`config.mk`:
```
export PLATFORM = sky130hd
export DESIGN_NAME = hmtri_queue
export DESIGN_NICKNAME = d
export VERILOG_FILES = /design/src/design/assert_macros.svh /design/src/design/hmtri_pkg.sv /design/src/design/hmtri_queue.sv
export SDC_FILE = /design/constraint.sdc
export NUM_CORES = 1
export LEC_CHECK = 0
export ABC_AREA = 1
export BUFFER_PORTS_ARGS = -buffer_cell sky130_fd_sc_hd__clkbuf_2
export CAP_MARGIN = 20
export CORE_ASPECT_RATIO = 1.2
export CORE_UTILIZATION = 54
export CTS_BUF_LIST = sky130_fd_sc_hd__clkbuf_2 sky130_fd_sc_hd__clkbuf_4 sky130_fd_sc_hd__clkbuf_8
export CTS_CLUSTER_DIAMETER = 120
export DETAILED_ROUTE_END_ITERATION = 8
export GPL_TIMING_DRIVEN = 1
export PLACE_DENSITY_LB_ADDON = 0.2
export SLEW_MARGIN = 10
export SYNTH_ARGS = -nofsm -noshare
export SYNTH_HDL_FRONTEND = slang
export SYNTH_SLANG_ARGS = --single-unit
export TNS_END_PERCENT = 10
```
`constraint.sdc`:
```
create_clock -name clk -period 2.7 [get_ports clk]
set_clock_uncertainty 0.05 [all_clocks]
set_input_delay 0.81 -clock clk [delete_from_list [all_inputs] [get_ports clk]]
set_output_delay 0.81 -clock clk [all_outputs]
set_load 0.03 [all_outputs]
```
`src/design/assert_macros.svh`:
```
// Assertion macros used by the back part of the RTL.
`ifndef ASSERT_MACROS_SVH
`define ASSERT_MACROS_SVH

// Consequent must hold in the same cycle as the antecedent.
`define ASSERT_IMPL(label, clk, rst, ante, cons) \
  label: assert property (@(posedge clk) disable iff (rst) (ante) |-> (cons)) \
    else $error("assertion failed: same-cycle implication");

// Consequent must hold in the cycle after the antecedent.
`define ASSERT_NEXT(label, clk, rst, ante, cons) \
  label: assert property (@(posedge clk) disable iff (rst) (ante) |=> (cons)) \
    else $error("assertion failed: next-cycle implication");

// Expression must never be true.
`define ASSERT_NEVER(label, clk, rst, expr) \
  label: assert property (@(posedge clk) disable iff (rst) !(expr)) \
    else $error("assertion failed: forbidden condition");

`endif

```
`src/design/hmtri_pkg.sv`:
```
// Shared types and constants of the heightmap triangulation block.
package hmtri_pkg;

  // Register indexes on the configuration port
  localparam logic [2:0] REG_GRID_ROWS = 3'd0;
  localparam logic [2:0] REG_GRID_COLS = 3'd1;
  localparam logic [2:0] REG_SPACING   = 3'd2;
  localparam logic [2:0] REG_CENTER_X  = 3'd3;
  localparam logic [2:0] REG_CENTER_Y  = 3'd4;

  localparam logic [10:0] GRID_ROWS_RESET = 11'd2;
  localparam logic [10:0] GRID_COLS_RESET = 11'd2;
  localparam logic [31:0] SPACING_RESET   = 32'h0001_0000;

  // Cell queue between front and back
  localparam int QUEUE_DEPTH = 4;
  localparam int QPTR_W      = $clog2(QUEUE_DEPTH);
  localparam int QCNT_W      = $clog2(QUEUE_DEPTH + 1);

  typedef struct packed {
    logic [10:0] grid_rows;
    logic [10:0] grid_cols;
    logic [31:0] spacing;
    logic [31:0] center_x;
    logic [31:0] center_y;
  } cfg_t;

  // Corner heights of one closed cell
  typedef struct packed {
    logic [31:0] up;
    logic [31:0] ul;
    logic [31:0] left;
    logic [31:0] cur;
    logic        lg;
  } cell_t;

  // Vertex sequencer of the back part
  typedef enum logic [5:0] {
    VTX_0 = 6'b000001,
    VTX_1 = 6'b000010,
    VTX_2 = 6'b000100,
    VTX_3 = 6'b001000,
    VTX_4 = 6'b010000,
    VTX_5 = 6'b100000
  } vtx_t;

endpackage

```
`src/design/hmtri_queue.sv`:
```
// Short register queue of closed cells between front and back.
module hmtri_queue #(
  parameter int WIDTH = 64
) (
  input  logic                          clk,
  input  logic                          rst,
  input  logic                          push,
  input  logic [WIDTH-1:0]              push_data,
  input  logic                          pop,
  output logic [WIDTH-1:0]              head,
  output logic [hmtri_pkg::QCNT_W-1:0]  count
);
  import hmtri_pkg::*;

  logic [WIDTH-1:0]  entries [QUEUE_DEPTH];
  logic [QPTR_W-1:0] wr_ptr, rd_ptr;

  assign head = entries[rd_ptr];

  always_ff @(posedge clk) begin
    if (rst) begin
      wr_ptr <= '0;
      rd_ptr <= '0;
      count  <= '0;
    end else begin
      if (push) begin
        wr_ptr <= wr_ptr + QPTR_W'(1);
      end
      if (pop) begin
        rd_ptr <= rd_ptr + QPTR_W'(1);
      end
      if (push && !pop) begin
        count <= count + QCNT_W'(1);
      end else if (pop && !push) begin
        count <= count - QCNT_W'(1);
      end
    end
  end

  always_ff @(posedge clk) begin
    if (push) begin
      entries[wr_ptr] <= push_data;
    end
  end

endmodule

```
==> flow_metrics.py <==
metrics = {
    "finish": {
        "nets": 914,
        "finalInstanceArea_sq_um": 12100,
        "syn_to_final_growth_pct": 21.5,
        "diodes": 0,
        "drive_above_1_share_pct": 27.5,
        "fin_cells": 1094,
    },
    "timing": {
        "holdWs_ps": 398,
        "fin_crit_ps": 2710,
        "worst_pin_slew_ps": 492,
        "period_share_pct": 100,
        "rsz0062_at_grt": "yes",
        "clock.fmax_ghz": 0.369,
        "slew_violations": 0,
        "finalHoldViolCount": 0,
        "finalSetupViolations": 1,
        "worst_slew_margin_rel_pct": 67.2,
        "worst_slack_ps": -11.4,
    },
    "placed_design": {
        "dp.cells": 1012,
        "port_buffers": 134,
        "pre_cts_ws_ps": 339,
        "gp_congestion": 0.761,
        "hpwl_mm": 12.1,
        "detailed_place.area_sq_um": 10900,
    },
    "power": {
        "switching_share_pct": 25.4,
        "p_per_area_nw_per_um2": 748,
        "finalPower_mw": 9.03,
        "power.internal_mw": 6.74,
        "pwr-share-comb_pct": 13.6,
        "switchingPower_mw": 2.29,
        "power_frac_seq_pct": 52.6,
        "clock_power_share_pct": 33.8,
        "p_leak_nw": 4.38,
        "vdd_ir_drop_max_uv": 487,
    },
    "synthesis": {
        "ys_types": 21,
        "synth_compound_area_share_pct": 10.9,
        "synth_edf_count": 256,
        "synth-simple-area-share_pct": 5.51,
        "synthTopCellsByArea": "edfxtp_1 (77%), nor2_1 (5.1%), o22ai_1 (4.0%)",
        "yosys_warnings": 0,
        "synth_seq_cells": 265,
        "postSynthNetCount": 749,
        "yosys.area.top_type": "edfxtp_1",
        "synth_ff_type": "edfxtp_1",
        "synthAdderAreaFrac_pct": 0.831,
        "synth.most_common_cell": "edfxtp_1",
        "netlist_top_cells_count": "edfxtp_1 (256), nor2_1 (134), o21ai_0 (77)",
        "synth_top_family_by_area": "compound AO/OA/AOI/OAI gates",
        "synth.cell_area_sq_um": 9940,
        "synthCells": 675,
        "async_flop_share_pct": 0,
        "seq_area_frac_synth_pct": 79.2,
        "syn_avg_cell_area_sq_um": 14.7,
        "yosysTopAreaCellShare_pct": 77.4,
        "synth.area.mux_share_pct": 0,
        "synth-xor-area-share_pct": 0.0881,
    },
    "cts": {
        "clock-sinks": 265,
        "ctsHtreeMaxLevel": 2,
        "cts_root_buf": "clkbuf_8",
        "insertion_delay_ps": 520,
        "clk_path_buf_depth": 3,
        "hold_buffers": 0,
        "cts_tree": "done",
        "clk_pin_slew_ps": 70,
        "cts_made_buffers": 40,
    },
    "min_path": {
        "hold_path_class": "in2reg",
    },
    "worst_setup_path": {
        "r2r_setup_slack_ps": 1020,
        "crit_path_end_kind": "primary output",
        "cp.arrival_ps": 1850,
        "required_ps": 1840,
        "crit_type": "reg2out",
        "critPathMaxFanout": 29,
        "crit_path_start_kind": "register",
    },
    "grt": {
        "grt_pass1_wl_mm": 32.5,
        "grtUsageTotal_pct": 22.8,
        "grt_max_degree": 49,
        "grt_overflow": 0,
        "antenna_found_initial": 0,
        "grt_pass1_vias": 6191,
    },
    "floorplan": {
        "initial_core_util_pct": 54.9,
        "io_pins": 135,
        "die_w_um": 126,
        "core_sq_um": 18100,
        "dieArea_sq_um": 19000,
        "die_h_um": 151,
        "row_count": 54,
    },
    "drt": {
        "vias": 6335,
        "drt-wirelength-per-cell_um": 20.6,
        "wl_mm": 22.5,
        "drtIter0Drc": 471,
        "dr.pass1.iters": 5,
        "drt.antenna.violating_nets": 0,
        "drc": 0,
        "via_per_inst": 5.79,
    },
    "job": {
        "drv_cap": 0,
    },
    "status": {
        "violations": "setup timing",
        "status": "finished with violations",
    },
}
## flip-flops by register name, indices dropped and copies added, names as in the netlist, named ones only
register  cells
rd_ptr        2
count         3
wr_ptr        2
entries     256
## power groups by stage
| stage | logic, mW | registers, mW | clock network (mW) |
|---|---|---|---|
| floorplan | 0.682 | 4.84 | 0 |
| global placement | 1.04 | 4.83 | 0 |
| detailed placement | 1.07 | 4.83 | 0 |
| CTS | 1.14 | 4.75 | 3.11 |
| global route | 1.30 | 4.76 | 3.29 |
| finish | 1.22 | 4.75 | 3.06 |
## cells in the final DEF, fill, tap and decap left out, drive strengths merged
cell	instances
ha	5
buf	58
clkbuf	163
nand3	1
o22ai	64
nand4	1
o21ai	133
xor2	1
nand2	9
clkinv	15
a21oi	3
edfxtp	256
nor2	134
inv	17
dfxtp	9
fa	1
## area by class of cell
type	count	area [sq um]
Sequential cell	265	7880
Fill cell	1291	6030
Multi-Input combinational cell	352	1760
Timing Repair Buffer	164	1330
Clock buffer	57	684
Tap cell	224	280
Inverter	17	85.1
Clock inverter	15	61.3
## critical path, cell delays in order, from the launching register on
cell and delay, ps:
dfxtp_4 360, buf_12 140, inv_16 140, clkbuf_16 220
o21ai_1 70, o22ai_1 160, clkbuf_4 230
## what timing repair did
action	in CTS	in global routing
resized for setup	51	57
pin swaps	0	1
setup endpoints to repair	63	64
gates cloned	2	5
setup buffers	0	3
## worst paths after layout
kind,start,endpoint,depth (start not counted)
worst max-delay path,register,head[26],6
worst min register to register,rd_ptr[1],register,1
worst max register to register,wr_ptr[0],entries[0][55],5
worst min-delay path,rst,count[0],2
## metal layers
layer / track usage [%] / share of wire (%) / up-vias
met5: 0 / 0 / -
met4: 10.3 / 3.4 / 0
met3: 4.58 / 6.7 / 60
met2: 39.4 / 50 / 274
met1: 28.1 / 39 / 3124
li1: - / - / 2877
## cell families (layout without fill, tap and decap cells)
logic type / count (synthesis) / after routing
flip-flops: 265 / 265
AO/OA/AOI/OAI: 200 / 200
AND/OR/NAND/NOR: 145 / 145
buffers and inverters: 58 / 253
adder cells (fa/ha/maj): 6 / 6
XOR/XNOR: 1 / 1
## stage by stage
| step | setup TNS (ps) | util [%] |
|---|---|---|
| floorplan | 0 | - |
| detailed placement | 0 | 60.0 |
| global placement | 0 | 60.0 |
| CTS | -1310 | 65.3 |
| finish | -11.4 | 66.7 |
| global route | -2100 | 66.7 |
No activity file was read; power rests on OpenSTA's default activity.
