[src/design/assert_macros.svh]
// Assertion macros used by the back part of the RTL.
`ifndef ASSERT_MACROS_SVH
`define ASSERT_MACROS_SVH

// Consequent must hold in the same cycle as the antecedent.
`define ASSERT_IMPL(label, clk, rst, ante, cons) \
  label: assert property (@(posedge clk) disable iff (rst) (ante) |-> (cons)) \
    else $error("assertion failed: same-cycle implication");

// Consequent must hold in the cycle after the antecedent.
`define ASSERT_NEXT(label, clk, rst, ante, cons) \
  label: assert property (@(posedge clk) disable iff (rst) (ante) |=> (cons)) \
    else $error("assertion failed: next-cycle implication");

// Expression must never be true.
`define ASSERT_NEVER(label, clk, rst, expr) \
  label: assert property (@(posedge clk) disable iff (rst) !(expr)) \
    else $error("assertion failed: forbidden condition");

`endif

[src/design/hmtri_pkg.sv]
// Shared types and constants of the heightmap triangulation block.
package hmtri_pkg;

  // Register indexes on the configuration port
  localparam logic [2:0] REG_GRID_ROWS = 3'd0;
  localparam logic [2:0] REG_GRID_COLS = 3'd1;
  localparam logic [2:0] REG_SPACING   = 3'd2;
  localparam logic [2:0] REG_CENTER_X  = 3'd3;
  localparam logic [2:0] REG_CENTER_Y  = 3'd4;

  localparam logic [10:0] GRID_ROWS_RESET = 11'd2;
  localparam logic [10:0] GRID_COLS_RESET = 11'd2;
  localparam logic [31:0] SPACING_RESET   = 32'h0001_0000;

  // Cell queue between front and back
  localparam int QUEUE_DEPTH = 4;
  localparam int QPTR_W      = $clog2(QUEUE_DEPTH);
  localparam int QCNT_W      = $clog2(QUEUE_DEPTH + 1);

  typedef struct packed {
    logic [10:0] grid_rows;
    logic [10:0] grid_cols;
    logic [31:0] spacing;
    logic [31:0] center_x;
    logic [31:0] center_y;
  } cfg_t;

  // Corner heights of one closed cell
  typedef struct packed {
    logic [31:0] up;
    logic [31:0] ul;
    logic [31:0] left;
    logic [31:0] cur;
    logic        lg;
  } cell_t;

  // Vertex sequencer of the back part
  typedef enum logic [5:0] {
    VTX_0 = 6'b000001,
    VTX_1 = 6'b000010,
    VTX_2 = 6'b000100,
    VTX_3 = 6'b001000,
    VTX_4 = 6'b010000,
    VTX_5 = 6'b100000
  } vtx_t;

endpackage

[src/design/hmtri_back.sv]
// Back part: turns each queued cell into six saturated vertices.
module hmtri_back #(
  parameter int MAX_ROWS = 1024,
  parameter int MAX_COLS = 1024
) (
  input  logic                                  clk,
  input  logic                                  rst,
  input  hmtri_pkg::cfg_t                       cfg,
  input  logic                                  head_valid,
  input  logic [$bits(hmtri_pkg::cell_t)+$clog2(MAX_ROWS)+$clog2(MAX_COLS)-1:0] head,
  output logic                                  pop,
  output logic                                  m_tvalid,
  input  logic                                  m_tready,
  output logic [95:0]                           m_tdata,  // vertex_x, vertex_y, vertex_z
  output logic                                  m_tlast,  // last_of_cell
  output logic                                  m_tuser   // last_of_grid
);
  import hmtri_pkg::*;
  `include "assert_macros.svh"

  localparam int RW = $clog2(MAX_ROWS);
  localparam int CW = $clog2(MAX_COLS);
  localparam int IW = (RW > CW) ? RW : CW;
  localparam int PW = IW + 32;
  localparam int SW = PW + 1;
  localparam int DW = PW + 3;
  localparam logic signed [DW-1:0] SAT_HI = DW'(32'sh7FFF_FFFF);
  localparam logic signed [DW-1:0] SAT_LO = DW'(32'sh8000_0000);

  function automatic logic [31:0] sat_coord(input logic [SW-1:0] p, input logic [31:0] off);
    logic signed [DW-1:0] d;
    d = $signed({2'b00, p}) - DW'($signed(off));
    if (d > SAT_HI) begin
      sat_coord = 32'h7FFF_FFFF;
    end else if (d < SAT_LO) begin
      sat_coord = 32'h8000_0000;
    end else begin
      sat_coord = d[31:0];
    end
  endfunction

  cell_t          head_cell;
  logic [RW-1:0]  head_row;
  logic [CW-1:0]  head_col;
  logic [RW-1:0]  row_m1;
  logic [CW-1:0]  col_m1;

  // Product stage
  logic           pv;
  cell_t          pcell;
  logic [PW-1:0]  px_prod, py_prod;

  // Vertex stage
  logic           cv;
  cell_t          ccell;
  logic [31:0]    xa, xb, ya, yb;
  vtx_t           vtx, vtx_next;

  logic           out_adv, emit_now, c_done, c_take, p_load;
  logic [31:0]    vx, vy, vz;
  logic           vlast;

  assign {head_row, head_col, head_cell} = head;
  assign row_m1 = head_row - RW'(1);
  assign col_m1 = head_col - CW'(1);

  assign out_adv  = !m_tvalid || m_tready;
  assign emit_now = cv && out_adv;
  assign c_done   = emit_now && (vtx == VTX_5);
  assign c_take   = pv && (!cv || c_done);
  assign p_load   = head_valid && (!pv || c_take);
  assign pop      = p_load;

  always_comb begin
    vtx_next = VTX_0;
    vx       = xa;
    vy       = ya;
    vz       = ccell.ul;
    vlast    = 1'b0;
    case (vtx)
      VTX_0: begin
        vtx_next = VTX_1;
      end
      VTX_1: begin
        vtx_next = VTX_2;
        vy       = yb;
        vz       = ccell.up;
      end
      VTX_2: begin
        vtx_next = VTX_3;
        vx       = xb;
        vy       = yb;
        vz       = ccell.cur;
      end
      VTX_3: begin
        vtx_next = VTX_4;
      end
      VTX_4: begin
        vtx_next = VTX_5;
        vx       = xb;
        vy       = yb;
        vz       = ccell.cur;
      end
      VTX_5: begin
        vtx_next = VTX_0;
        vx       = xb;
        vz       = ccell.left;
        vlast    = 1'b1;
      end
      default: begin
        vtx_next = VTX_0;
      end
    endcase
  end

  always_ff @(posedge clk) begin
    if (rst) begin
      pv       <= 1'b0;
      cv       <= 1'b0;
      vtx      <= VTX_0;
      m_tvalid <= 1'b0;
    end else begin
      if (p_load) begin
        pv <= 1'b1;
      end else if (c_take) begin
        pv <= 1'b0;
      end
      if (c_take) begin
        cv  <= 1'b1;
        vtx <= VTX_0;
      end else if (c_done) begin
        cv  <= 1'b0;
        vtx <= VTX_0;
      end else if (emit_now) begin
        vtx <= vtx_next;
      end
      if (emit_now) begin
        m_tvalid <= 1'b1;
      end else if (m_tready) begin
        m_tvalid <= 1'b0;
      end
    end
  end

  always_ff @(posedge clk) begin
    if (p_load) begin
      pcell   <= head_cell;
      px_prod <= PW'(row_m1) * PW'(cfg.spacing);
      py_prod <= PW'(col_m1) * PW'(cfg.spacing);
    end
    if (c_take) begin
      ccell <= pcell;
      xa    <= sat_coord({1'b0, px_prod}, cfg.center_x);
      xb    <= sat_coord({1'b0, px_prod} + SW'(cfg.spacing), cfg.center_x);
      ya    <= sat_coord({1'b0, py_prod}, cfg.center_y);
      yb    <= sat_coord({1'b0, py_prod} + SW'(cfg.spacing), cfg.center_y);
    end
    if (emit_now) begin
      m_tdata <= {vz, vy, vx};
      m_tlast <= vlast;
      m_tuser <= vlast && ccell.lg;
    end
  end

  `ASSERT_IMPL(a_grid_end_closes_cell, clk, rst, m_tvalid && m_tuser, m_tlast)
  `ASSERT_NEXT(a_products_move_on, clk, rst, pv && !cv, cv)
  `ASSERT_NEXT(a_sixth_vertex_frees, clk, rst, c_done && !pv, !cv)

endmodule

[config.mk]
export PLATFORM = sky130hd
export DESIGN_NAME = hmtri_back
export DESIGN_NICKNAME = d
export VERILOG_FILES = /design/src/design/hmtri_pkg.sv /design/src/design/hmtri_back.sv
export VERILOG_INCLUDE_DIRS = /design/src /design/src/design
export SDC_FILE = /design/constraint.sdc
export NUM_CORES = 2
export LEC_CHECK = 0
export ABC_AREA = 1
export BUFFER_PORTS_ARGS = -buffer_cell sky130_fd_sc_hd__buf_2
export CAP_MARGIN = 5
export CELL_PAD_IN_SITES_DETAIL_PLACEMENT = 0
export CELL_PAD_IN_SITES_GLOBAL_PLACEMENT = 1
export CORE_MARGIN = 1.5
export CORE_UTILIZATION = 43
export CTS_BUF_LIST = sky130_fd_sc_hd__clkbuf_4 sky130_fd_sc_hd__clkbuf_8 sky130_fd_sc_hd__clkbuf_16
export DETAILED_ROUTE_END_ITERATION = 8
export HOLD_SLACK_MARGIN = 0.1
export PLACE_DENSITY = 0.91
export REMOVE_ABC_BUFFERS = 1
export SYNTH_ARGS = -nofsm -noshare
export SYNTH_HDL_FRONTEND = slang
export SYNTH_SLANG_ARGS = --single-unit
export TNS_END_PERCENT = 50
[constraint.sdc]
create_clock -name clk -period 20.3 [get_ports clk]
set_clock_uncertainty 0.2 [all_clocks]
set_input_delay 4.06 -clock clk [delete_from_list [all_inputs] [get_ports clk]]
set_output_delay 4.06 -clock clk [all_outputs]
set_load 0.02 [all_outputs]
==> results by stage <==
Setup path:
- Along the worst path, the maximum fanout reaches 24.
- The worst endpoint data arrival time is around 12 ns.
- The critical path startpoint category is an input port.
- The largest single stage delay on the critical path is between 1 and 1.5 ns.
- The most common cell type on the critical path is nand2_1.
- The slowest stage cell on the critical path is xor2_1.
- By startpoint and endpoint, the worst setup path is classified as input port to register.
- The data required time of the worst path is 20.53 ns.
- STA classifies the critical path endpoint as a register.

Detailed routing:
- The final layout contains routed wiring with a total length of 199,000 µm.
- The first-pass iteration count of the detailed router is 6.
- The number of vias in the routed layout is 51,200.
- Dividing the detail-routed via count by the number of cells gives between 5 and 6.
- For this block, the initial DRC count from the detailed router was approximately 4,500.
- After detailed routing, the average wire length per cell comes to roughly 20 µm.
- For this run, design rule violations remaining after detail routing come to 0.
- The detail route stage leaves a number of antenna-violating nets equal to 0.

Synthesis:
- The post-synthesis cell type count is 59.
- The count of warnings emitted by yosys is 0.
- The cell area that synthesis handed to floorplanning was between 50,000 and 60,000 µm².
- The leading register cell type out of synthesis is edfxtp_1.
- After technology mapping, the gate count stands at around 7,700.
- Of all flip-flops after synthesis, the portion carrying an async set or reset was 0%.
- The synthesis-stage register bit count is between 500 and 600.
- The mean cell area of the mapped netlist is about 7.7 µm².
- The share of the Yosys chip area taken by registers is approximately 29%.
- In this run, synthesis inferred 568 flip-flops with an integrated enable.

Timing:
- The relative max-transition margin is between 10 and 15%.
- Timing would allow up to roughly 86 MHz.
- For the pin with the worst max-slew slack, the measured transition is 1.31 ns.
- The time the worst path needs with I/O delays and setup is 11.66 ns.
- The final number of hold-violating endpoints came to 0.
- Setup repair after global routing left no endpoint under its margin.
- The final-report max-slew violation count is 0.
- The final count of negative-setup-slack endpoints is 0.
- Dividing the final minimum period by the clock period gives 57.4%.
- In the final timing run, aggregate negative setup slack is 0 ns.

Floorplan:
- The initial utilization of the core area, before any placement, comes to between 40% and 50%.
- The floorplan step set the die height to around 370 µm.
- The die is 373 µm wide.
- ~370 I/O pins were placed.
- The total die area is 139,000 µm².
- The count of standard-cell rows is 135.
- The core region is between 100,000 and 150,000 µm².

Global route:
- Global routing consumed, over all layers together, 28.1% of the routing resources.
- The number of antenna violations at the first check in global routing is 21.
- Entering global routing, the biggest net connects 186 pins.
- The via count of the first global-routing pass is 49,600.
- Summed over all layers, the global routing overflow is 0.
- The first global-routing pass estimated around 300,000 µm of wire.

Placed design:
- At the end of routability-driven placement, the weighted congestion stood at roughly 1.0.
- The HPWL after detailed placement is around 170,000 µm.
- The total of buffers placed on input and output ports is about 350.

Clocking:
- The total clock sinks is slightly below 600.
- The later pin in the worst-skew pair is clocked with a latency of 0.64 ns.
- The maximum buffer depth of the clock tree is 3.
- The clock tree from TritonCTS is yes.
- The clock buffer count from CTS is 55.
- In this run, post-CTS hold repair placed 0 buffers.
- The H-tree was split into 2 levels.
- The number of gates resized after cts is 0.
- The cell at the root of the clock tree is clkbuf_16.
- The CTS clock-pin slew for the worst setup and hold paths is approximately 0.070 ns.
- The number of setup buffers added after CTS is 0.

Outcome:
- The flow ran to the end, and the final reports show no timing, DRC or antenna violations.

Finish:
- The area growth from synthesis to layout is 9.04%.
- The net count of the finished layout is between 9,000 and 10,000.
- Across the whole layout, storage elements account for 17,200 µm².
- The layout has about 13,000 filler cells.
- The share of cells above drive strength 1 is under 10%.
- In the final layout, the multi-input gates occupy roughly 36,000 µm².

Worst hold path:
- The class of the most critical hold timing path is register to register.

Job:
- The max-capacitance violation count is 0.
metal layers:
metal | GRT usage, % | up-vias | part of all wire (%)
li1 | - | 24400 | -
met1 | 39.9 | 24300 | 45
met2 | 43.1 | 2047 | 43
met3 | 4.69 | 341 | 8.3
met4 | 10.2 | 32 | 4.2
met5 | 0 | - | 0.11
registers in the layout (all words and copies together) (netlist names):
name / cells
xb: 32
yb: 32
m_tuser: 1
xa: 32
pcell: 129
m_tvalid: 1
ya: 32
cv: 1
m_tlast: 1
pv: 1
py_prod: 42
m_tdata: 96
px_prod: 42
vtx: 6
ccell: 129
area by class of cell:
| cell class | count | area share [%] |
|---|---|---|
| inverter | 1444 | 8.45 |
| timing repair buffer | 372 | 3.01 |
| clock buffer | 66 | 2.27 |
| multi-input combinational | 5500 | 55.5 |
| sequential | 577 | 26.8 |
| clock inverter | 33 | 0.462 |
| antenna | 3 | 0.0117 |
| tap | 1781 | 3.47 |
cell families (layout without fill, tap and decap cells):
| family | after synthesis | count (layout) | share of synthesized area (%) |
|---|---|---|---|
| and+or+nand+nor | 3693 | 3693 | 25.0 |
| DFF | 577 | 577 | 29.3 |
| adders and majority gates | 876 | 876 | 24.7 |
| AOI/OAI and AO/OA | 623 | 623 | 5.87 |
| muxes | 32 | 32 | 0.612 |
| xor gates and xnor gates | 276 | 276 | 4.15 |
| buffers and inverters | 1596 | 1915 | 10.3 |
| other | 0 | 3 | 0 |
through the flow:
stage | utilization [%] | setup WS [ns] | std cells | area, µm² | hold slack [ns]
after global routing | 47.4 | 8.31 | 9774 | 64200 | 0.220
after floorplan | - | 1.07 | 7521 | 58200 | 0.200
after global placement | 46.1 | 8.27 | 9674 | 62500 | 0.201
final | 47.4 | 8.64 | 9776 | 64200 | 0.211
after CTS | 47.4 | 8.84 | 9773 | 64200 | 0.213
after detailed placement | 46.1 | 8.17 | 9674 | 62500 | 0.205
critical path, delay by kind of cell:
| family | cells | cell delay [ns] |
|---|---|---|
| AO/OA/AOI/OAI | 4 | 1.01 |
| buffers and inverters | 8 | 1.51 |
| XOR/XNOR | 2 | 1.32 |
| adder cells (fa/ha/maj) | 6 | 2.91 |
| AND/OR/NAND/NOR | 10 | 1.07 |
cells in the mapped netlist (40+ instances only):
cell	n	share of area, %
fa_1	482	16
a31oi_1	44	0.47
edfxtp_1	568	29
xnor2_1	99	1.5
o21ai_0	118	1.0
clkbuf_1	119	0.76
nor2_1	894	5.7
a21oi_1	347	2.9
nand4_1	115	1.2
ha_1	394	8.4
xor2_1	175	2.6
nor3_1	40	0.34
nand2_1	2352	15
nand3_1	207	1.8
inv_1	1418	9.0
placed cells by master (no fill, tap or decap), types with 5 or more instances in the layout:
| master | synthesis | routed |
|---|---|---|
| nand3b_1 | 8 | 8 |
| xor2_1 | 175 | 173 |
| or2_2 | 17 | 17 |
| o221ai_1 | 6 | 6 |
| o21ai_1 | 11 | 11 |
| edfxtp_1 | 568 | 568 |
| o211ai_1 | 8 | 8 |
| inv_2 | 19 | 19 |
| and2_1 | 7 | 7 |
| nand2_1 | 2352 | 2352 |
| o21a_1 | 13 | 13 |
| nand2_2 | 7 | 7 |
| clkinv_2 | 0 | 11 |
| clkinv_1 | 7 | 16 |
| nand3_1 | 207 | 206 |
| clkbuf_4 | 0 | 11 |
| nor4_1 | 7 | 7 |
| inv_1 | 1418 | 1416 |
| buf_2 | 6 | 348 |
| a21o_1 | 20 | 20 |
| mux2_2 | 32 | 32 |
| nor2_1 | 894 | 891 |
| o21ai_0 | 118 | 118 |
| clkbuf_16 | 0 | 55 |
| buf_4 | 19 | 23 |
| nor3_1 | 40 | 40 |
| nor2_2 | 17 | 18 |
| dfxtp_1 | 9 | 9 |
| a211oi_1 | 5 | 5 |
| o21bai_1 | 32 | 32 |
| xnor2_1 | 99 | 98 |
| nand4_1 | 115 | 115 |
| nor3_2 | 7 | 6 |
| fa_1 | 482 | 482 |
| ha_1 | 394 | 394 |
| a21oi_1 | 347 | 347 |
| a31oi_1 | 44 | 44 |
path summary, 6_finish.rpt:
path	start	end	slack (ns)	cells after the start
worst max-delay path	head[139]	px_prod[27]$_DFFE_PP_	8.64	30
worst max register to register	py_prod[0]$_DFFE_PP_	yb[4]$_SDFFCE_PN1P_	13.77	25
worst min register to register	pcell[11]$_DFFE_PP_	ccell[11]$_DFFE_PP_	0.21	0
worst min-delay path	pcell[11]$_DFFE_PP_	ccell[11]$_DFFE_PP_	0.21	0
Power is left out: the tool's default activity adds up to more than one toggle a clock period on the data nets, which glitch-free logic cannot reach.
