[config.mk]
export PLATFORM = sky130hd
export DESIGN_NAME = hmtri_front
export DESIGN_NICKNAME = d
export VERILOG_FILES = /design/src/design/assert_macros.svh /design/src/design/hmtri_pkg.sv /design/src/design/hmtri_front.sv
export SDC_FILE = /design/constraint.sdc
export NUM_CORES = 1
export LEC_CHECK = 0
export BUFFER_PORTS_ARGS = -buffer_cell sky130_fd_sc_hd__buf_2
export CORE_MARGIN = 2
export CORE_UTILIZATION = 35
export DETAILED_ROUTE_END_ITERATION = 10
export PLACE_DENSITY = 0.62
export SLEW_MARGIN = 20
export SYNTH_ARGS = -nofsm -noshare
export SYNTH_HDL_FRONTEND = slang
export SYNTH_SLANG_ARGS = --single-unit
export TNS_END_PERCENT = 5
[constraint.sdc]
create_clock -name clk -period 3.32 [get_ports clk]
set_clock_uncertainty 0.2 [all_clocks]
set_input_delay 0 -clock clk [delete_from_list [all_inputs] [get_ports clk]]
set_output_delay 0 -clock clk [all_outputs]
set_load 0.01 [all_outputs]
[src/design/assert_macros.svh]
// Assertion macros used by the back part of the RTL.
`ifndef ASSERT_MACROS_SVH
`define ASSERT_MACROS_SVH

// Consequent must hold in the same cycle as the antecedent.
`define ASSERT_IMPL(label, clk, rst, ante, cons) \
  label: assert property (@(posedge clk) disable iff (rst) (ante) |-> (cons)) \
    else $error("assertion failed: same-cycle implication");

// Consequent must hold in the cycle after the antecedent.
`define ASSERT_NEXT(label, clk, rst, ante, cons) \
  label: assert property (@(posedge clk) disable iff (rst) (ante) |=> (cons)) \
    else $error("assertion failed: next-cycle implication");

// Expression must never be true.
`define ASSERT_NEVER(label, clk, rst, expr) \
  label: assert property (@(posedge clk) disable iff (rst) !(expr)) \
    else $error("assertion failed: forbidden condition");

`endif

[src/design/hmtri_pkg.sv]
// Shared types and constants of the heightmap triangulation block.
package hmtri_pkg;

  // Register indexes on the configuration port
  localparam logic [2:0] REG_GRID_ROWS = 3'd0;
  localparam logic [2:0] REG_GRID_COLS = 3'd1;
  localparam logic [2:0] REG_SPACING   = 3'd2;
  localparam logic [2:0] REG_CENTER_X  = 3'd3;
  localparam logic [2:0] REG_CENTER_Y  = 3'd4;

  localparam logic [10:0] GRID_ROWS_RESET = 11'd2;
  localparam logic [10:0] GRID_COLS_RESET = 11'd2;
  localparam logic [31:0] SPACING_RESET   = 32'h0001_0000;

  // Cell queue between front and back
  localparam int QUEUE_DEPTH = 4;
  localparam int QPTR_W      = $clog2(QUEUE_DEPTH);
  localparam int QCNT_W      = $clog2(QUEUE_DEPTH + 1);

  typedef struct packed {
    logic [10:0] grid_rows;
    logic [10:0] grid_cols;
    logic [31:0] spacing;
    logic [31:0] center_x;
    logic [31:0] center_y;
  } cfg_t;

  // Corner heights of one closed cell
  typedef struct packed {
    logic [31:0] up;
    logic [31:0] ul;
    logic [31:0] left;
    logic [31:0] cur;
    logic        lg;
  } cell_t;

  // Vertex sequencer of the back part
  typedef enum logic [5:0] {
    VTX_0 = 6'b000001,
    VTX_1 = 6'b000010,
    VTX_2 = 6'b000100,
    VTX_3 = 6'b001000,
    VTX_4 = 6'b010000,
    VTX_5 = 6'b100000
  } vtx_t;

endpackage

[src/design/hmtri_front.sv]
// Front part: accepts samples, tracks grid position, keeps the line store.
module hmtri_front #(
  parameter int MAX_ROWS = 1024,
  parameter int MAX_COLS = 1024
) (
  input  logic                                  clk,
  input  logic                                  rst,
  input  hmtri_pkg::cfg_t                       cfg,
  input  logic                                  s_tvalid,
  output logic                                  s_tready,
  input  logic [31:0]                           s_tdata,
  output logic                                  ram_we,
  output logic [$clog2(MAX_COLS)-1:0]           ram_addr,
  output logic [31:0]                           ram_wdata,
  input  logic [31:0]                           ram_rdata,
  input  logic [hmtri_pkg::QCNT_W-1:0]          q_count,
  output logic                                  q_push,
  output logic [$bits(hmtri_pkg::cell_t)+$clog2(MAX_ROWS)+$clog2(MAX_COLS)-1:0] q_data
);
  import hmtri_pkg::*;

  localparam int RW  = $clog2(MAX_ROWS);
  localparam int CW  = $clog2(MAX_COLS);
  localparam int RSW = (RW + 1 > 11) ? RW + 1 : 11;
  localparam int CSW = (CW + 1 > 11) ? CW + 1 : 11;

  logic [RW-1:0]  row_count, row_count_next;
  logic [CW-1:0]  col_count, col_count_next;
  logic [31:0]    left_height;
  logic [31:0]    upper_left_height;
  logic [RSW-1:0] rows_eff;
  logic [CSW-1:0] cols_eff;
  logic           end_row, end_grid, accept;

  // Sample held for its registered store read
  logic           v1;
  logic           emit1;
  logic           lg1;
  logic [31:0]    cur1;
  logic [31:0]    left1;
  logic [RW-1:0]  row1;
  logic [CW-1:0]  col1;
  cell_t          closed;

  always_comb begin
    if (cfg.grid_rows == 11'd0) begin
      rows_eff = RSW'(1);
    end else if (RSW'(cfg.grid_rows) > RSW'(MAX_ROWS)) begin
      rows_eff = RSW'(MAX_ROWS);
    end else begin
      rows_eff = RSW'(cfg.grid_rows);
    end
    if (cfg.grid_cols == 11'd0) begin
      cols_eff = CSW'(1);
    end else if (CSW'(cfg.grid_cols) > CSW'(MAX_COLS)) begin
      cols_eff = CSW'(MAX_COLS);
    end else begin
      cols_eff = CSW'(cfg.grid_cols);
    end
  end

  assign end_row  = (CSW'(col_count) + CSW'(1)) >= cols_eff;
  assign end_grid = end_row && ((RSW'(row_count) + RSW'(1)) >= rows_eff);

  // Leave room in the queue for the sample still in flight
  assign s_tready = (q_count + QCNT_W'(v1 && emit1)) < QCNT_W'(QUEUE_DEPTH);
  assign accept   = s_tvalid && s_tready;

  always_comb begin
    row_count_next = row_count;
    col_count_next = col_count;
    if (end_grid) begin
      row_count_next = '0;
      col_count_next = '0;
    end else if (end_row) begin
      row_count_next = row_count + RW'(1);
      col_count_next = '0;
    end else begin
      col_count_next = col_count + CW'(1);
    end
  end

  assign ram_we    = accept;
  assign ram_addr  = col_count;
  assign ram_wdata = s_tdata;

  always_ff @(posedge clk) begin
    if (rst) begin
      row_count         <= '0;
      col_count         <= '0;
      left_height       <= '0;
      upper_left_height <= '0;
      v1                <= 1'b0;
    end else begin
      v1 <= accept;
      if (accept) begin
        row_count   <= row_count_next;
        col_count   <= col_count_next;
        left_height <= s_tdata;
      end
      if (v1) begin
        upper_left_height <= ram_rdata;
      end
    end
  end

  always_ff @(posedge clk) begin
    if (accept) begin
      cur1  <= s_tdata;
      left1 <= left_height;
      row1  <= row_count;
      col1  <= col_count;
      emit1 <= (row_count != '0) && (col_count != '0);
      lg1   <= end_grid;
    end
  end

  always_comb begin
    closed.up   = ram_rdata;
    closed.ul   = upper_left_height;
    closed.left = left1;
    closed.cur  = cur1;
    closed.lg   = lg1;
  end

  assign q_push = v1 && emit1;
  assign q_data = {row1, col1, closed};

endmodule

==> results.json, run 1 <==
{
  "vias_per_cell": 4.57,
  "grt_pass1_vias": 5282,
  "worst_slew_pin_slew_ns": 0.550,
  "cts.clk_slew.worst_paths_ns": 0.07,
  "area_delta_synth_final_pct": 35.5,
  "core-area_mm2": 0.0202,
  "fin_cells": 1226,
  "cellLeakagePower_nw": 4.18,
  "ios": 382,
  "insertion_delay_ns": 0.41,
  "dieHeight_um": 147,
  "regToRegStartpoint": "ram_addr[1]",
  "crit_type": "reg -> reg",
  "clock_path_buffers": 2,
  "drc": 0,
  "cts_tree": "done",
  "endpoint_kind": "register",
  "r2r_cells": 12,
  "ys_seq_area_share_pct": 59.7,
  "die_w_um": 147,
  "fmax_mhz": 322,
  "max_cap_viol_count": 0,
  "syn_nets": 863,
  "cp.required_ns": 3.43,
  "grt_pass1_wl_um": 27400,
  "io_buffers": 285,
  "drt-total-wl_um": 17700,
  "grt_max_degree": 55,
  "final-setup-viol-count": 0,
  "place_congestion": 0.836,
  "vias": 5602,
  "yosysTopAreaCellShare_pct": 36.0,
  "clock-root-buffer": "clkbuf_16",
  "start_util_pct": 35.6,
  "nNetsFinal": 1155,
  "dp_cells": 1125,
  "outcome": "complete, no violations",
  "synth.distinct_cells": 40,
  "antenna_found_initial": 2,
  "drt_iter0_drc": 298,
  "hp-start": "s_tdata[20]",
  "rrSetupSlack_ns": 0.21,
  "die_area_mm2": 0.0217,
  "synth_most_common_cell": "nand2_1",
  "startpoint_type": "register",
  "cp_max_fo": 7,
  "final.min_clock_period_ns": 3.11,
  "holdPathStages": 2,
  "synth_area_per_cell_um2": 11.1,
  "synth-edff-count": 86,
  "post-route-period-util_pct": 93.7,
  "hold_violations": 0,
  "final_max_slew_viol_count": 0,
  "cts_max_level": 4,
  "drt_first_pass_iters": 6,
  "async_flop_share_pct": 0,
  "ir_drop_uv": 239,
  "grt-ovfl-total": 0,
  "rsz0062_at_grt": "no",
  "min_path_type": "in -> reg",
  "ys_seq_elements": 171,
  "yosys.area.top_type": "edfxtp_1",
  "cts_sinks": 171,
  "netlist_top_cells_area": "edfxtp_1, dfxtp_1, buf_4, nand2_1, ha_1",
  "rows": 52,
  "critPathLaunch": "ram_addr[1]",
  "synth_common_cells": "nand2_1, edfxtp_1, dfxtp_1",
  "power_density_mw_per_mm2": 486,
  "drive_above_1_share_pct": 36.2,
  "maxSlewHeadroom_pct": 63.0,
  "numCtsBuffers": 17,
  "tns_ns": 0,
  "dp_hpwl_um": 12100,
  "synth_flop_cell": "edfxtp_1",
  "wire_per_inst_um": 14.4,
  "arrival_ns": 3.22,
  "p_total_mw": 4.73,
  "syn_inst": 649,
  "synth_warnings": 0,
  "synthesis.area_mm2": 0.00718,
  "grt_use_total_pct": 15.9,
  "ant_nets": 0
}
-- per-layer routing --
metal  vias to the layer above  global-route usage [%]  routed length, um
li1                       2779                       -                  -
met1                      2620                    20.2               7780
met2                       182                    26.7               8680
met3                        21                    4.10                917
met4                         0                    5.34                302
met5                         -                       0                  0
-- state kept, by name (all words and copies together), names as in the netlist --
name / flops
cur1: 32
ram_addr: 10
left_height: 32
upper_left_height: 32
v1: 1
row_count: 10
row1: 10
col1: 10
left1: 32
lg1: 1
emit1: 1
-- final cells by class --
type	instances	area [um2]
clock buffers	20	479
diodes	2	5.00
well taps	270	338
fillers	1876	10400
repair buffers	367	2240
flip-flops and latches	171	4290
clock inverters	12	98.8
inverters	14	55.1
multi-input cells	370	2220
-- logic make-up after synthesis --
kind of cell | share of synthesized area, %
and+or+nand+nor | 12.9
buffers and inverters | 9.48
xor gates and xnor gates | 2.18
DFF | 59.7
adders and majority gates | 4.53
AOI/OAI and AO/OA | 6.76
muxes | 4.46
-- worst max-delay path, cell delays in order, from the launching register on --
cell     delay, ns
dfxtp_1       0.40
ha_1          0.20
nand3_1       0.11
nor2_1        0.20
nand4_1       0.14
xnor2_1       0.19
ha_1          0.33
nand4_1       0.13
nor3_1        0.20
a21oi_1       0.12
a21oi_2       0.34
o21ai_0       0.15
a32o_1        0.29
-- stage by stage --
step | worst slack (ns) | area (um2) | utilization, % | hold slack (ns)
3_5_place_dp | 0.0891 | 8460 | 41.9 | -0.00139
4_1_cts | 0.0476 | 9710 | 48.1 | 0.0977
2_1_floorplan | 0.261 | 7180 | - | -0.123
6_report | 0.211 | 9720 | 48.2 | 0.121
3_3_place_gp | 0.0955 | 8460 | 41.9 | -0.000607
5_1_grt | 0.0128 | 9720 | 48.2 | 0.113
-- power breakdown --
group	switching, mW	internal [mW]	total [mW]
Clock	0.855	1.07	1.92
Combinational	0.265	0.215	0.480
Sequential	0.0269	2.30	2.33
-- cell usage in the layout, fill, tap and decap left out, drive strengths merged, types with 14 or more instances in the layout --
master / count
mux2i: 32
dlygate4sd3: 67
buf: 300
a21oi: 59
dfxtp: 85
ha: 26
edfxtp: 86
nand2: 103
inv: 19
nor2: 47
o21ai: 14
nand3: 22
clkbuf: 20
-- path summary, 6_finish.rpt --
kind	to
max reg2reg	row_count[3]
min reg2reg	left1[2]
min	cur1[20]
max	row_count[3]
-- repair_timing --
action,CTS,global route
setup endpoints to repair,0,19
hold endpoints to repair,108,0
hold buffers,67,0
setup buffers,0,0
gates resized for setup,0,6
Power figures use the tool's default switching activity.
==> inputs of run 2 (changes only) <==
--- a/config.mk
+++ b/config.mk
@@ -6,10 +6,10 @@
 export NUM_CORES = 1
 export LEC_CHECK = 0
 export BUFFER_PORTS_ARGS = -buffer_cell sky130_fd_sc_hd__buf_2
-export CORE_MARGIN = 2
-export CORE_UTILIZATION = 35
+export CORE_AREA = 2 2 150 152
 export DETAILED_ROUTE_END_ITERATION = 10
-export PLACE_DENSITY = 0.62
+export DIE_AREA = 0 0 152 154
+export PLACE_DENSITY = 0.59
 export SLEW_MARGIN = 20
 export SYNTH_ARGS = -nofsm -noshare
 export SYNTH_HDL_FRONTEND = slang
==> run 2 against run 1 <==
Net effect: power up 2.7%; register-to-register slack worse by 0.02 ns; flip-flop and latch count unchanged; critical endpoint is now row_count[5].
==> results.json, run 2 (synthesis results as in run 1) <==
{
  "endpoint_kind": "register",
  "hp-start": "rst",
  "clock-root-buffer": "clkbuf_16",
  "drt-total-wl_um": 17900,
  "fin_worst_hold_slack_ns": 0.0132,
  "startpoint_type": "register",
  "whs_endpoint": "v1",
  "mostFrequentLayoutCell": "buf_2",
  "cts_max_level": 4,
  "cp.required_ns": 3.43,
  "antenna_found_initial": 2,
  "rows": 54,
  "cts_tree": "done",
  "post-route-period-util_pct": 94.1,
  "min_path_type": "in -> reg",
  "grt_pass1_vias": 5399,
  "final-setup-viol-count": 0,
  "dp_hpwl_um": 12200,
  "max_cap_viol_count": 0,
  "cellLeakagePower_nw": 4.18,
  "insertion_delay_ns": 0.42,
  "holdPathStages": 2,
  "place_congestion": 0.825,
  "regToRegStartpoint": "ram_addr[0]",
  "numCtsBuffers": 17,
  "core-area_mm2": 0.0217,
  "vias": 5606,
  "most-common-layout-cells": "buf_2, nand2_1, edfxtp_1",
  "area_delta_synth_final_pct": 35.8,
  "drc": 0,
  "die_w_um": 152,
  "power_density_mw_per_mm2": 498,
  "fmax_mhz": 320,
  "dieHeight_um": 154,
  "cts_sinks": 171,
  "grt_max_degree": 88,
  "vias_per_cell": 4.55,
  "ios": 382,
  "cts.clk_slew.worst_paths_ns": 0.07,
  "tns_ns": 0,
  "clock_path_buffers": 2,
  "cp_max_fo": 11,
  "die_area_mm2": 0.0234,
  "grt_pass1_wl_um": 28200,
  "io_buffers": 285,
  "worst_slew_pin_slew_ns": 0.981,
  "maxSlewHeadroom_pct": 34.6,
  "drt_first_pass_iters": 4,
  "wire_per_inst_um": 14.5,
  "r2r_cells": 12,
  "final.min_clock_period_ns": 3.12,
  "r2r-end": "row_count[5]",
  "start_util_pct": 33.1,
  "rrSetupSlack_ns": 0.20,
  "grt_use_total_pct": 15.0,
  "ant_nets": 0,
  "crit_type": "reg -> reg",
  "drt_iter0_drc": 228,
  "ir_drop_uv": 320,
  "hold_violations": 0,
  "grt-ovfl-total": 0,
  "final_max_slew_viol_count": 0,
  "rsz0062_at_grt": "no",
  "nNetsFinal": 1152,
  "arrival_ns": 3.23,
  "outcome": "complete, no violations",
  "drive_above_1_share_pct": 36.1
}
-- run 2: worst max-delay path, cell delays in order, from the launching register on --
cell,delay (ns)
dfxtp_1,0.43
ha_1,0.22
nand3_1,0.12
nor2_1,0.20
nand4_1,0.14
xnor2_1,0.18
ha_1,0.32
nand4_1,0.13
nor3_1,0.25
a21oi_2,0.11
and2_4,0.20
a211o_1,0.28
a32o_1,0.25
-- run 2: area by class of cell --
class / count / area, um2
timing repair buffer: 364 / 2210
fill: 2023 / 11900
antenna: 2 / 5.00
multi-input combinational: 370 / 2230
clock inverter: 14 / 180
sequential: 171 / 4290
inverter: 14 / 55.1
tap: 280 / 350
clock buffer: 18 / 429
-- run 2: routing by layer --
| layer | track usage [%] | wire length (um) | vias up | share of wire (%) |
|---|---|---|---|---|
| li1 | - | - | 2775 | - |
| met1 | 18.4 | 7850 | 2618 | 44 |
| met2 | 25.6 | 8870 | 198 | 50 |
| met3 | 3.95 | 985 | 15 | 5.5 |
| met4 | 5.03 | 209 | 0 | 1.2 |
| met5 | 0 | 0 | - | 0 |
-- run 2: per-stage QoR --
stage          cells  power [mW]  setup WS (ns)  cell area [um2]  utilization (%)
2_1_floorplan    649        2.62          0.261             7180                -
3_3_place_gp    1134        2.79         0.0947             8460             39.0
3_5_place_dp    1134        2.79          0.105             8460             39.0
4_1_cts         1231        4.92         0.0610             9720             44.8
5_1_grt         1233        5.05        0.00454             9750             44.9
6_report        1233        4.86          0.195             9750             44.9
-- run 2: worst max-delay path by stage --
stage	start	depth (start not counted)	slack, ns	end
after floorplan	ram_addr[0]	13	0.26	row_count[5]
after global placement	ram_addr[0]	12	0.09	row_count[3]
after detailed placement	ram_addr[0]	12	0.10	row_count[3]
after CTS	ram_addr[0]	12	0.06	row_count[3]
final	ram_addr[0]	12	0.20	row_count[5]
after global routing	ram_addr[0]	13	0.005	row_count[7]
-- run 2: what timing repair did --
item | 4_1_cts | 5_1_grt
endpoints found under the setup margin | 0 | 20
setup buffers | 0 | 0
hold endpoints to repair | 100 | 0
hold buffers | 65 | 0
resized for setup | 0 | 6
-- run 2: where the power goes --
group	switching [mW]	internal, mW
Clock	0.847	1.20
Sequential	0.0271	2.30
Combinational	0.264	0.214
